## src/rtl/iefp_pkg.sv

```systemverilog
package iefp_pkg;

    // Frame format
    localparam int MAX_FRAME    = 64;
    localparam int COUNT_W      = $clog2(MAX_FRAME + 1);
    localparam int MIN_END_LEN  = 7;
    localparam int MIN_DATA_LEN = 23;
    localparam int ANGLE_POS    = 17;
    localparam int ANGLE_BYTES  = 6;

    localparam logic [7:0] START_BYTE = 8'h3A;
    localparam logic [7:0] END_FIRST  = 8'h0D;
    localparam logic [7:0] END_SECOND = 8'h0A;

    // Angle constants, centidegrees
    localparam logic [15:0]        FULL_TURN_U = 16'd36000;
    localparam logic signed [16:0] FULL_TURN_S = 17'sd36000;
    localparam logic signed [16:0] HALF_TURN_S = 17'sd18000;

    // Queue between parser and yaw tracker
    localparam int Q_DEPTH = 2;
    localparam int Q_PTR_W = (Q_DEPTH > 1) ? $clog2(Q_DEPTH) : 1;
    localparam int Q_CNT_W = $clog2(Q_DEPTH + 1);

    // Configuration register indexes
    localparam logic CFG_DEVICE_ID = 1'b0;
    localparam logic CFG_YAW_LIMIT = 1'b1;

    localparam logic [7:0]  DEVICE_ID_RST = 8'd1;
    localparam logic [15:0] YAW_LIMIT_RST = 16'd36000;

    // Input op codes
    localparam logic OP_BYTE = 1'b0;
    localparam logic OP_ZERO = 1'b1;

    typedef enum logic {
        K_ZERO  = 1'b0,
        K_FRAME = 1'b1
    } t_kind;

    typedef struct packed {
        t_kind       kind;
        logic [15:0] roll;
        logic [15:0] pitch;
        logic [15:0] yaw;
    } t_q_entry;

    typedef struct packed {
        logic     valid;
        t_q_entry entry;
    } t_q_port;

endpackage

```

## src/rtl/iefp_front.sv

```systemverilog
module iefp_front (
    input  logic                  i_clk,
    input  logic                  i_rst_n,
    input  logic                  i_accept,
    input  logic                  i_op,
    input  logic [7:0]            i_byte,
    input  logic [7:0]            i_device_id,
    output iefp_pkg::t_q_port     o_push
);

    logic                         r_in_frame, n_in_frame;
    logic [iefp_pkg::COUNT_W-1:0] r_count, n_count;
    logic [7:0]                   r_prev, n_prev;
    logic [7:0]                   r_angle [iefp_pkg::ANGLE_BYTES];

    logic [iefp_pkg::COUNT_W-1:0] w_next_count;
    logic [iefp_pkg::COUNT_W-1:0] w_angle_off;
    logic                         w_store;
    logic                         w_capture;
    logic [7:0]                   w_yaw_hi;
    logic [15:0]                  w_yaw_raw;

    assign w_next_count = r_count + iefp_pkg::COUNT_W'(1);
    assign w_angle_off  = r_count - iefp_pkg::COUNT_W'(iefp_pkg::ANGLE_POS);
    assign w_store      = i_accept && (i_op == iefp_pkg::OP_BYTE) && r_in_frame
                          && (r_count != iefp_pkg::COUNT_W'(iefp_pkg::MAX_FRAME));
    assign w_capture    = w_store && (r_count >= iefp_pkg::COUNT_W'(iefp_pkg::ANGLE_POS))
                          && (w_angle_off < iefp_pkg::COUNT_W'(iefp_pkg::ANGLE_BYTES));

    // Yaw high byte may be the terminating byte itself on a minimal frame
    assign w_yaw_hi  = (r_count == iefp_pkg::COUNT_W'(iefp_pkg::ANGLE_POS + 5)) ?
                       i_byte : r_angle[5];
    assign w_yaw_raw = {w_yaw_hi, r_angle[4]};

    // Frame tracking
    always_comb begin
        n_in_frame   = r_in_frame;
        n_count      = r_count;
        n_prev       = r_prev;
        o_push.valid = 1'b0;
        o_push.entry.kind  = iefp_pkg::K_FRAME;
        o_push.entry.roll  = {r_angle[1], r_angle[0]};
        o_push.entry.pitch = {r_angle[3], r_angle[2]};
        o_push.entry.yaw   = w_yaw_raw[15] ? (w_yaw_raw + iefp_pkg::FULL_TURN_U) : w_yaw_raw;
        if (i_accept) begin
            if (i_op == iefp_pkg::OP_ZERO) begin
                o_push.valid      = 1'b1;
                o_push.entry.kind = iefp_pkg::K_ZERO;
            end else if (!r_in_frame) begin
                if (i_byte == iefp_pkg::START_BYTE) begin
                    n_in_frame = 1'b1;
                    n_count    = iefp_pkg::COUNT_W'(1);
                    n_prev     = i_byte;
                end
            end else if (!w_store) begin
                // overflow: drop the frame, the byte is not kept
                n_in_frame = 1'b0;
                n_count    = '0;
            end else if ((w_next_count == iefp_pkg::COUNT_W'(2))
                         && (i_byte != i_device_id)) begin
                n_in_frame = 1'b0;
                n_count    = '0;
            end else if ((w_next_count >= iefp_pkg::COUNT_W'(iefp_pkg::MIN_END_LEN))
                         && (r_prev == iefp_pkg::END_FIRST)
                         && (i_byte == iefp_pkg::END_SECOND)) begin
                n_in_frame   = 1'b0;
                n_count      = '0;
                o_push.valid = (w_next_count >= iefp_pkg::COUNT_W'(iefp_pkg::MIN_DATA_LEN));
            end else begin
                n_count = w_next_count;
                n_prev  = i_byte;
            end
        end
    end

    always_ff @(posedge i_clk) begin
        if (!i_rst_n) begin
            r_in_frame <= 1'b0;
            r_count    <= '0;
        end else begin
            r_in_frame <= n_in_frame;
            r_count    <= n_count;
        end
    end

    // Capture the angle bytes and the last stored byte
    always_ff @(posedge i_clk) begin
        r_prev <= n_prev;
        if (w_capture) begin
            r_angle[w_angle_off[$clog2(iefp_pkg::ANGLE_BYTES)-1:0]] <= i_byte;
        end
    end

`ifndef NO_ASSERTIONS
    a_count_tracks_frame: assert property (@(posedge i_clk) disable iff (!i_rst_n)
        r_in_frame == (r_count != '0))
        else $error("byte count out of step with frame flag");
    a_count_bounded: assert property (@(posedge i_clk) disable iff (!i_rst_n)
        r_count <= iefp_pkg::COUNT_W'(iefp_pkg::MAX_FRAME))
        else $error("byte count beyond frame limit");
`endif

endmodule

```

## src/rtl/iefp_queue.sv

```systemverilog
module iefp_queue (
    input  logic               i_clk,
    input  logic               i_rst_n,
    input  iefp_pkg::t_q_port  i_push,
    input  logic               i_pop,
    output logic               o_full,
    output iefp_pkg::t_q_port  o_head
);

    iefp_pkg::t_q_entry             r_mem [iefp_pkg::Q_DEPTH];
    logic [iefp_pkg::Q_PTR_W-1:0]   r_wr_ptr, n_wr_ptr;
    logic [iefp_pkg::Q_PTR_W-1:0]   r_rd_ptr, n_rd_ptr;
    logic [iefp_pkg::Q_CNT_W-1:0]   r_count, n_count;
    logic                           w_do_pop;

    assign o_full       = (r_count == iefp_pkg::Q_CNT_W'(iefp_pkg::Q_DEPTH));
    assign o_head.valid = (r_count != '0);
    assign o_head.entry = r_mem[r_rd_ptr];
    assign w_do_pop     = i_pop && o_head.valid;

    // Advance pointers and occupancy
    always_comb begin
        n_wr_ptr = r_wr_ptr;
        n_rd_ptr = r_rd_ptr;
        n_count  = r_count;
        if (i_push.valid) begin
            n_wr_ptr = (r_wr_ptr == iefp_pkg::Q_PTR_W'(iefp_pkg::Q_DEPTH - 1)) ?
                       '0 : r_wr_ptr + iefp_pkg::Q_PTR_W'(1);
        end
        if (w_do_pop) begin
            n_rd_ptr = (r_rd_ptr == iefp_pkg::Q_PTR_W'(iefp_pkg::Q_DEPTH - 1)) ?
                       '0 : r_rd_ptr + iefp_pkg::Q_PTR_W'(1);
        end
        if (i_push.valid && !w_do_pop) begin
            n_count = r_count + iefp_pkg::Q_CNT_W'(1);
        end else if (!i_push.valid && w_do_pop) begin
            n_count = r_count - iefp_pkg::Q_CNT_W'(1);
        end
    end

    always_ff @(posedge i_clk) begin
        if (!i_rst_n) begin
            r_wr_ptr <= '0;
            r_rd_ptr <= '0;
            r_count  <= '0;
        end else begin
            r_wr_ptr <= n_wr_ptr;
            r_rd_ptr <= n_rd_ptr;
            r_count  <= n_count;
        end
    end

    always_ff @(posedge i_clk) begin
        if (i_push.valid) begin
            r_mem[r_wr_ptr] <= i_push.entry;
        end
    end

`ifndef NO_ASSERTIONS
    a_no_push_full: assert property (@(posedge i_clk) disable iff (!i_rst_n)
        !(i_push.valid && o_full))
        else $error("push into full queue");
    a_count_bounded: assert property (@(posedge i_clk) disable iff (!i_rst_n)
        r_count <= iefp_pkg::Q_CNT_W'(iefp_pkg::Q_DEPTH))
        else $error("queue occupancy beyond depth");
`endif

endmodule

```

## src/rtl/iefp_back.sv

```systemverilog
module iefp_back (
    input  logic               i_clk,
    input  logic               i_rst_n,
    input  iefp_pkg::t_q_port  i_head,
    output logic               o_pop,
    input  logic [15:0]        i_yaw_limit,
    output logic               o_valid,
    input  logic               i_ready,
    output logic [15:0]        o_roll,
    output logic [15:0]        o_pitch,
    output logic [15:0]        o_yaw,
    output logic [16:0]        o_running
);

    logic                      r_out_valid, n_out_valid;
    logic                      r_base_valid, n_base_valid;
    logic [15:0]               r_prev_yaw, n_prev_yaw;
    logic signed [16:0]        r_running, n_running;
    logic [15:0]               r_roll, r_pitch, r_yaw;
    logic [16:0]               r_run_out;

    logic signed [16:0]        w_delta_raw;
    logic signed [16:0]        w_delta;
    logic signed [17:0]        w_sum;
    logic signed [17:0]        w_lim;
    logic                      w_is_zero;
    logic                      w_take_frame;

    assign w_is_zero    = (i_head.entry.kind == iefp_pkg::K_ZERO);
    assign o_pop        = i_head.valid && (w_is_zero || !r_out_valid || i_ready);
    assign w_take_frame = o_pop && !w_is_zero;

    // Wrap the yaw step into a half turn either way, then accumulate and clamp
    assign w_delta_raw = $signed({1'b0, i_head.entry.yaw}) - $signed({1'b0, r_prev_yaw});
    assign w_sum       = 18'(r_running) + 18'(w_delta);
    assign w_lim       = $signed({2'b00, i_yaw_limit});

    always_comb begin
        if (w_delta_raw > iefp_pkg::HALF_TURN_S) begin
            w_delta = w_delta_raw - iefp_pkg::FULL_TURN_S;
        end else if (w_delta_raw < -iefp_pkg::HALF_TURN_S) begin
            w_delta = w_delta_raw + iefp_pkg::FULL_TURN_S;
        end else begin
            w_delta = w_delta_raw;
        end
    end

    // Tracker state update
    always_comb begin
        n_base_valid = r_base_valid;
        n_prev_yaw   = r_prev_yaw;
        n_running    = r_running;
        if (o_pop && w_is_zero) begin
            n_base_valid = 1'b0;
            n_running    = '0;
        end else if (w_take_frame) begin
            n_base_valid = 1'b1;
            n_prev_yaw   = i_head.entry.yaw;
            if (!r_base_valid) begin
                n_running = '0;
            end else if (w_sum > w_lim) begin
                n_running = w_lim[16:0];
            end else if (w_sum < -w_lim) begin
                n_running = 17'(-w_lim);
            end else begin
                n_running = w_sum[16:0];
            end
        end
    end

    // Output register: load on a frame, clear when taken
    always_comb begin
        n_out_valid = r_out_valid;
        if (w_take_frame) begin
            n_out_valid = 1'b1;
        end else if (i_ready) begin
            n_out_valid = 1'b0;
        end
    end

    always_ff @(posedge i_clk) begin
        if (!i_rst_n) begin
            r_out_valid  <= 1'b0;
            r_base_valid <= 1'b0;
            r_prev_yaw   <= '0;
            r_running    <= '0;
        end else begin
            r_out_valid  <= n_out_valid;
            r_base_valid <= n_base_valid;
            r_prev_yaw   <= n_prev_yaw;
            r_running    <= n_running;
        end
    end

    // Hold the result fields, running yaw included, until the next frame
    always_ff @(posedge i_clk) begin
        if (w_take_frame) begin
            r_roll    <= i_head.entry.roll;
            r_pitch   <= i_head.entry.pitch;
            r_yaw     <= i_head.entry.yaw;
            r_run_out <= n_running;
        end
    end

    assign o_valid   = r_out_valid;
    assign o_roll    = r_roll;
    assign o_pitch   = r_pitch;
    assign o_yaw     = r_yaw;
    assign o_running = r_run_out;

`ifndef NO_ASSERTIONS
    a_yaw_normalized: assert property (@(posedge i_clk) disable iff (!i_rst_n)
        r_out_valid |-> (r_yaw < iefp_pkg::FULL_TURN_U))
        else $error("heading outside one turn");
    a_zero_rebaselines: assert property (@(posedge i_clk) disable iff (!i_rst_n)
        (o_pop && w_is_zero) |=> (!r_base_valid && (r_running == '0)))
        else $error("zero command did not clear tracker");
`endif

endmodule

```

## src/rtl/imu_euler_frame_parser.sv

```systemverilog
// Channel   Dir  Payload
// s_axis    in   tuser: op; tdata: data_byte
// m_axis    out  tdata: roll, pitch, yaw, running yaw (65 bits in 72)
// cfg       in   i_cfg_idx 0: device_id, 1: running_yaw_limit
//
// One item is accepted every cycle while the queue is not full; the parser
// classifies it in the cycle of the transfer and hands frame results and zero
// commands through a two-entry queue; frame results then pass the output register.
// Reset is synchronous, active low; there is no clearing pass.
// A stalled m_axis fills the queue, which then holds s_axis_tready low.
module imu_euler_frame_parser (
    input  logic        i_clk,
    input  logic        i_rst_n,
    input  logic        s_axis_tvalid,
    output logic        s_axis_tready,
    input  logic [7:0]  s_axis_tdata,   // [7:0] data_byte
    input  logic        s_axis_tuser,   // [0] op
    output logic        m_axis_tvalid,
    input  logic        m_axis_tready,
    output logic [71:0] m_axis_tdata,   // [15:0] roll, [31:16] pitch, [47:32] yaw,
                                        // [64:48] running yaw, [71:65] zero
    input  logic        i_cfg_we,
    input  logic        i_cfg_idx,
    input  logic [15:0] i_cfg_data
);

    logic [7:0]          r_device_id;
    logic [15:0]         r_yaw_limit;
    logic                w_accept;
    logic                w_full;
    logic                w_pop;
    iefp_pkg::t_q_port   w_push;
    iefp_pkg::t_q_port   w_head;
    logic [15:0]         w_roll, w_pitch, w_yaw;
    logic [16:0]         w_running;

    assign s_axis_tready = !w_full;
    assign w_accept      = s_axis_tvalid && s_axis_tready;

    // Configuration registers
    always_ff @(posedge i_clk) begin
        if (!i_rst_n) begin
            r_device_id <= iefp_pkg::DEVICE_ID_RST;
            r_yaw_limit <= iefp_pkg::YAW_LIMIT_RST;
        end else if (i_cfg_we) begin
            if (i_cfg_idx == iefp_pkg::CFG_DEVICE_ID) begin
                r_device_id <= i_cfg_data[7:0];
            end else begin
                r_yaw_limit <= i_cfg_data;
            end
        end
    end

    iefp_front u_front (
        .i_clk       (i_clk),
        .i_rst_n     (i_rst_n),
        .i_accept    (w_accept),
        .i_op        (s_axis_tuser),
        .i_byte      (s_axis_tdata),
        .i_device_id (r_device_id),
        .o_push      (w_push)
    );

    iefp_queue u_queue (
        .i_clk   (i_clk),
        .i_rst_n (i_rst_n),
        .i_push  (w_push),
        .i_pop   (w_pop),
        .o_full  (w_full),
        .o_head  (w_head)
    );

    iefp_back u_back (
        .i_clk       (i_clk),
        .i_rst_n     (i_rst_n),
        .i_head      (w_head),
        .o_pop       (w_pop),
        .i_yaw_limit (r_yaw_limit),
        .o_valid     (m_axis_tvalid),
        .i_ready     (m_axis_tready),
        .o_roll      (w_roll),
        .o_pitch     (w_pitch),
        .o_yaw       (w_yaw),
        .o_running   (w_running)
    );

    assign m_axis_tdata = {7'd0, w_running, w_yaw, w_pitch, w_roll};

endmodule

```

## config.mk

```make
export PLATFORM = sky130hd
export DESIGN_NAME = imu_euler_frame_parser
export DESIGN_NICKNAME = d
export VERILOG_FILES = /design/src/rtl/iefp_pkg.sv /design/src/rtl/iefp_front.sv /design/src/rtl/iefp_queue.sv /design/src/rtl/iefp_back.sv /design/src/rtl/imu_euler_frame_parser.sv
export SDC_FILE = /design/constraint.sdc
export NUM_CORES = 1
export LEC_CHECK = 0
export BUFFER_PORTS_ARGS = -buffer_cell sky130_fd_sc_hd__buf_2
export CELL_PAD_IN_SITES_DETAIL_PLACEMENT = 0
export CELL_PAD_IN_SITES_GLOBAL_PLACEMENT = 1
export CORE_ASPECT_RATIO = 0.9
export CORE_MARGIN = 4
export CORE_UTILIZATION = 23
export CTS_BUF_LIST = sky130_fd_sc_hd__clkbuf_4 sky130_fd_sc_hd__clkbuf_8
export DETAILED_ROUTE_END_ITERATION = 10
export HOLD_SLACK_MARGIN = 0.12
export PLACE_DENSITY_LB_ADDON = 0.05
export SYNTH_ARGS = -nofsm -noshare
export SYNTH_HDL_FRONTEND = slang
export SYNTH_HIERARCHICAL = 1
export SYNTH_SLANG_ARGS = --single-unit
```

## constraint.sdc

```tcl
create_clock -name i_clk -period 22.5 [get_ports i_clk]
set_input_delay 3.375 -clock i_clk [delete_from_list [all_inputs] [get_ports i_clk]]
set_output_delay 3.375 -clock i_clk [all_outputs]
set_load 0.02 [all_outputs]
```

==> flow_summary_export.csv <==
group,metric,value,unit
sta,timing.setup.tns,0,ns
routing,drtIter0Drc,478,
clock_tree,clkTransAtPathRegs,0.06,ns
yosys,async_flop_share,0,%
clock_tree,numCtsBuffers,56,
critical_path,cpMaxStageDelayCell,"a2111oi_0",
critical_path,path_class,"flip-flop to flip-flop",
critical_path,r2r_cells,30,
clock_tree,htree_levels,2,
yosys,yosys.cell_count.top_type,"edfxtp_1",
clock_tree,clkLatencyLatePin,0.64,ns
floorplanning,pin_count,105,
critical_path,regToRegSetupSlack,12.99,ns
yosys,syn_inst,1263,
global_routing,grt_usage,12.25,%
clock_tree,ctsHoldBuffers,0,
routing,post_drt_wl_per_cell,18.80,µm
critical_path,path_common_cell,"a21oi_1",
layout,layout.cells.non_filler,2293,
clock_tree,cts-root-buf,"clkbuf_8",
place,port_buffers,97,
place,hpwlAfterDp,30580,µm
sta,fin_crit,9.507,ns
critical_path,cp_data_required_time,23.03,ns
min_path,hold_class,"flip-flop to flip-flop",
routing,via_count,9928,
yosys,ys_seq_elements,291,
yosys,syn_area,14910,µm²
sta,clock_skew,0.03744,ns
global_routing,grt_pass1_wl,65410,µm
place,gp_congestion,0.7708,
routing,wl,43100,µm
clock_tree,clock_path_buffers,3,
yosys,synth_ff_type,"edfxtp_1",
critical_path,crit_fanout,35,
layout,drive_gt1_share,21.62,%
layout,syn_to_final_growth,17.18,%
layout,nets,1496,
yosys,yosys.area.top_type,"edfxtp_1",
sta,holdWs,0.4441,ns
yosys,yosys-top-cells-count,"edfxtp_1, nand2_1, ha_1, dfxtp_1, inv_1",
routing,viasPerCell,4.330,
critical_path,cp-end-kind,"flip-flop",
yosys,synth-edff-count,219,
clock_tree,cts_resized,0,
critical_path,crit_end,"u_back/r_running[2]$_SDFF_PN0_",
clock_tree,cts.sinks,291,
sta,hold_violations,0,
critical_path,critPathLaunchType,"flip-flop",
job,cap_violations,0,
place,dp_cells,2183,
floorplanning,die-height,249.6,µm
sta,setup_viol,0,
global_routing,grt_pass1_vias,10197,
yosys,avgSynthCellArea,11.81,µm²
floorplanning,num_rows,88,
run_status,status,"complete, no violations",
routing,drc,0,
floorplanning,die_x,276.4,µm
clock_tree,post_cts_buffers,0,
sta,rsz0062_at_grt,"false",
sta,finalCritPeriodShare,42.25,%
yosys,synth_top_area_share,44.10,%
yosys,synth_seq_area_share,53.77,%
yosys,ys_warn_count,6,
sta,fmax,0.1052,GHz
critical_path,critPathArrivalTime,10.04,ns
floorplanning,die-area,68980,µm²
global_routing,antenna_found_initial,3,
critical_path,r2r_end,"u_back/r_running[2]$_SDFF_PN0_",
sta,worst_slew_pin_slew,1.069,ns
critical_path,slowest_delay,0.66,ns
global_routing,grt_max_degree,73,
yosys,synth_area_leaders,"edfxtp_1, dfxtp_1, ha_1, mux2_2, xnor2_1",
clock_tree,cts_tree,"built",
routing,dr.pass1.iters,4,
global_routing,overflow,0,
yosys,synthDistinctLibCells,92,
floorplanning,core_area,64190,µm²
sta,slew_viol_final,0,
routing,ant_nets,0,
floorplanning,start_util,23.23,%
sta,timing.slew.headroom,28.22,%
## sequential cells by signal, indices dropped and copies added (netlist names), 2 cells and up, named ones only
signal and cells:
u_back/r_running 17, r_yaw_limit 16, u_front/r_count 7, u_queue/r_count 2, u_back/o_pitch 16, u_back/r_prev_yaw 16, u_front/r_prev 8, u_front/r_angle 48
u_back/o_running 17, u_back/o_roll 16, u_queue/r_mem 98, r_device_id 8, u_back/o_yaw 16
## how the worst min path moves through the flow
stage / depth (start not counted) / startpoint / slack, ns / end
2_1_floorplan: 0 / u_front/r_angle[2][0]$_DFFE_PP_ / 0.42 / u_queue/r_mem[0][16]$_DFFE_PP_
3_3_place_gp: 0 / u_front/r_angle[3][3]$_DFFE_PP_ / 0.42 / u_queue/r_mem[0][27]$_DFFE_PP_
3_5_place_dp: 0 / u_front/r_angle[3][3]$_DFFE_PP_ / 0.43 / u_queue/r_mem[1][27]$_DFFE_PP_
4_1_cts: 0 / u_front/r_angle[1][2]$_DFFE_PP_ / 0.44 / u_queue/r_mem[1][42]$_DFFE_PP_
5_1_grt: 0 / u_front/r_angle[1][0]$_DFFE_PP_ / 0.45 / u_queue/r_mem[0][40]$_DFFE_PP_
6_report: 0 / u_front/r_angle[3][3]$_DFFE_PP_ / 0.44 / u_queue/r_mem[0][27]$_DFFE_PP_
## logic make-up (layout without fill, tap and decap cells)
family                   count (synthesis)  after routing  synth area share [%]
other                                    1             11               0.02515
XOR/XNOR                                78             78                 4.707
buffers and inverters                  125            290                 4.095
multiplexers                            89             89                 6.444
AO/OA/AOI/OAI                          246            246                 11.88
adder cells (fa/ha/maj)                 80             80                 6.796
AND/OR/NAND/NOR                        353            353                 12.28
flip-flops                             291            291                 53.77
## routing by layer
metal | up-vias | routed length, µm | global-route usage (%)
met2 | 154 | 18500 | 18.48
met3 | 54 | 1524 | 2.077
li1 | 4912 | - | -
met5 | - | 0 | 0
met4 | 0 | 900 | 3.423
met1 | 4808 | 22170 | 18.05
## final cells by class
class	instances	area [µm²]
Multi-Input combinational cell	853	6329
Sequential cell	291	8019
Clock inverter	22	160.2
Antenna cell	4	10.01
Inverter	71	267.8
Tap cell	855	1070
Fill cell	6759	46720
Timing Repair Buffer	113	605.6
Clock buffer	84	1012
## stage by stage
step           util, %  area [µm²]  setup slack, ns
6_report         27.22       17470            12.99
5_1_grt          27.21       17470            12.04
4_1_cts          27.20       17460            12.94
3_5_place_dp     25.38       16290            12.96
3_3_place_gp     25.38       16290            13.13
2_1_floorplan        -       14930            14.91
## worst max-delay path, delay by kind of cell (launching register included)
kind / cells / cell delay (ns)
and+or+nand+nor: 4 / 0.82
AOI/OAI and AO/OA: 17 / 4.98
muxes: 2 / 0.73
DFF: 1 / 0.57
adders and majority gates: 3 / 0.99
buffers and inverters: 2 / 0.84
xor gates and xnor gates: 2 / 0.44
## cells in the final DEF (no fill, tap or decap), drive strengths merged, types with 42 or more instances in the layout
cell type | netlist | final
edfxtp | 219 | 219
nand2 | 113 | 113
buf | 36 | 113
clkbuf | 18 | 84
ha | 77 | 77
dfxtp | 72 | 72
inv | 70 | 72
nor2 | 63 | 63
xnor2 | 60 | 60
mux2 | 56 | 56
o21ai | 53 | 53
a21oi | 42 | 42
Power is not shown: default switching activity piles up to over one toggle a cycle in this logic, so the estimate is an artifact.
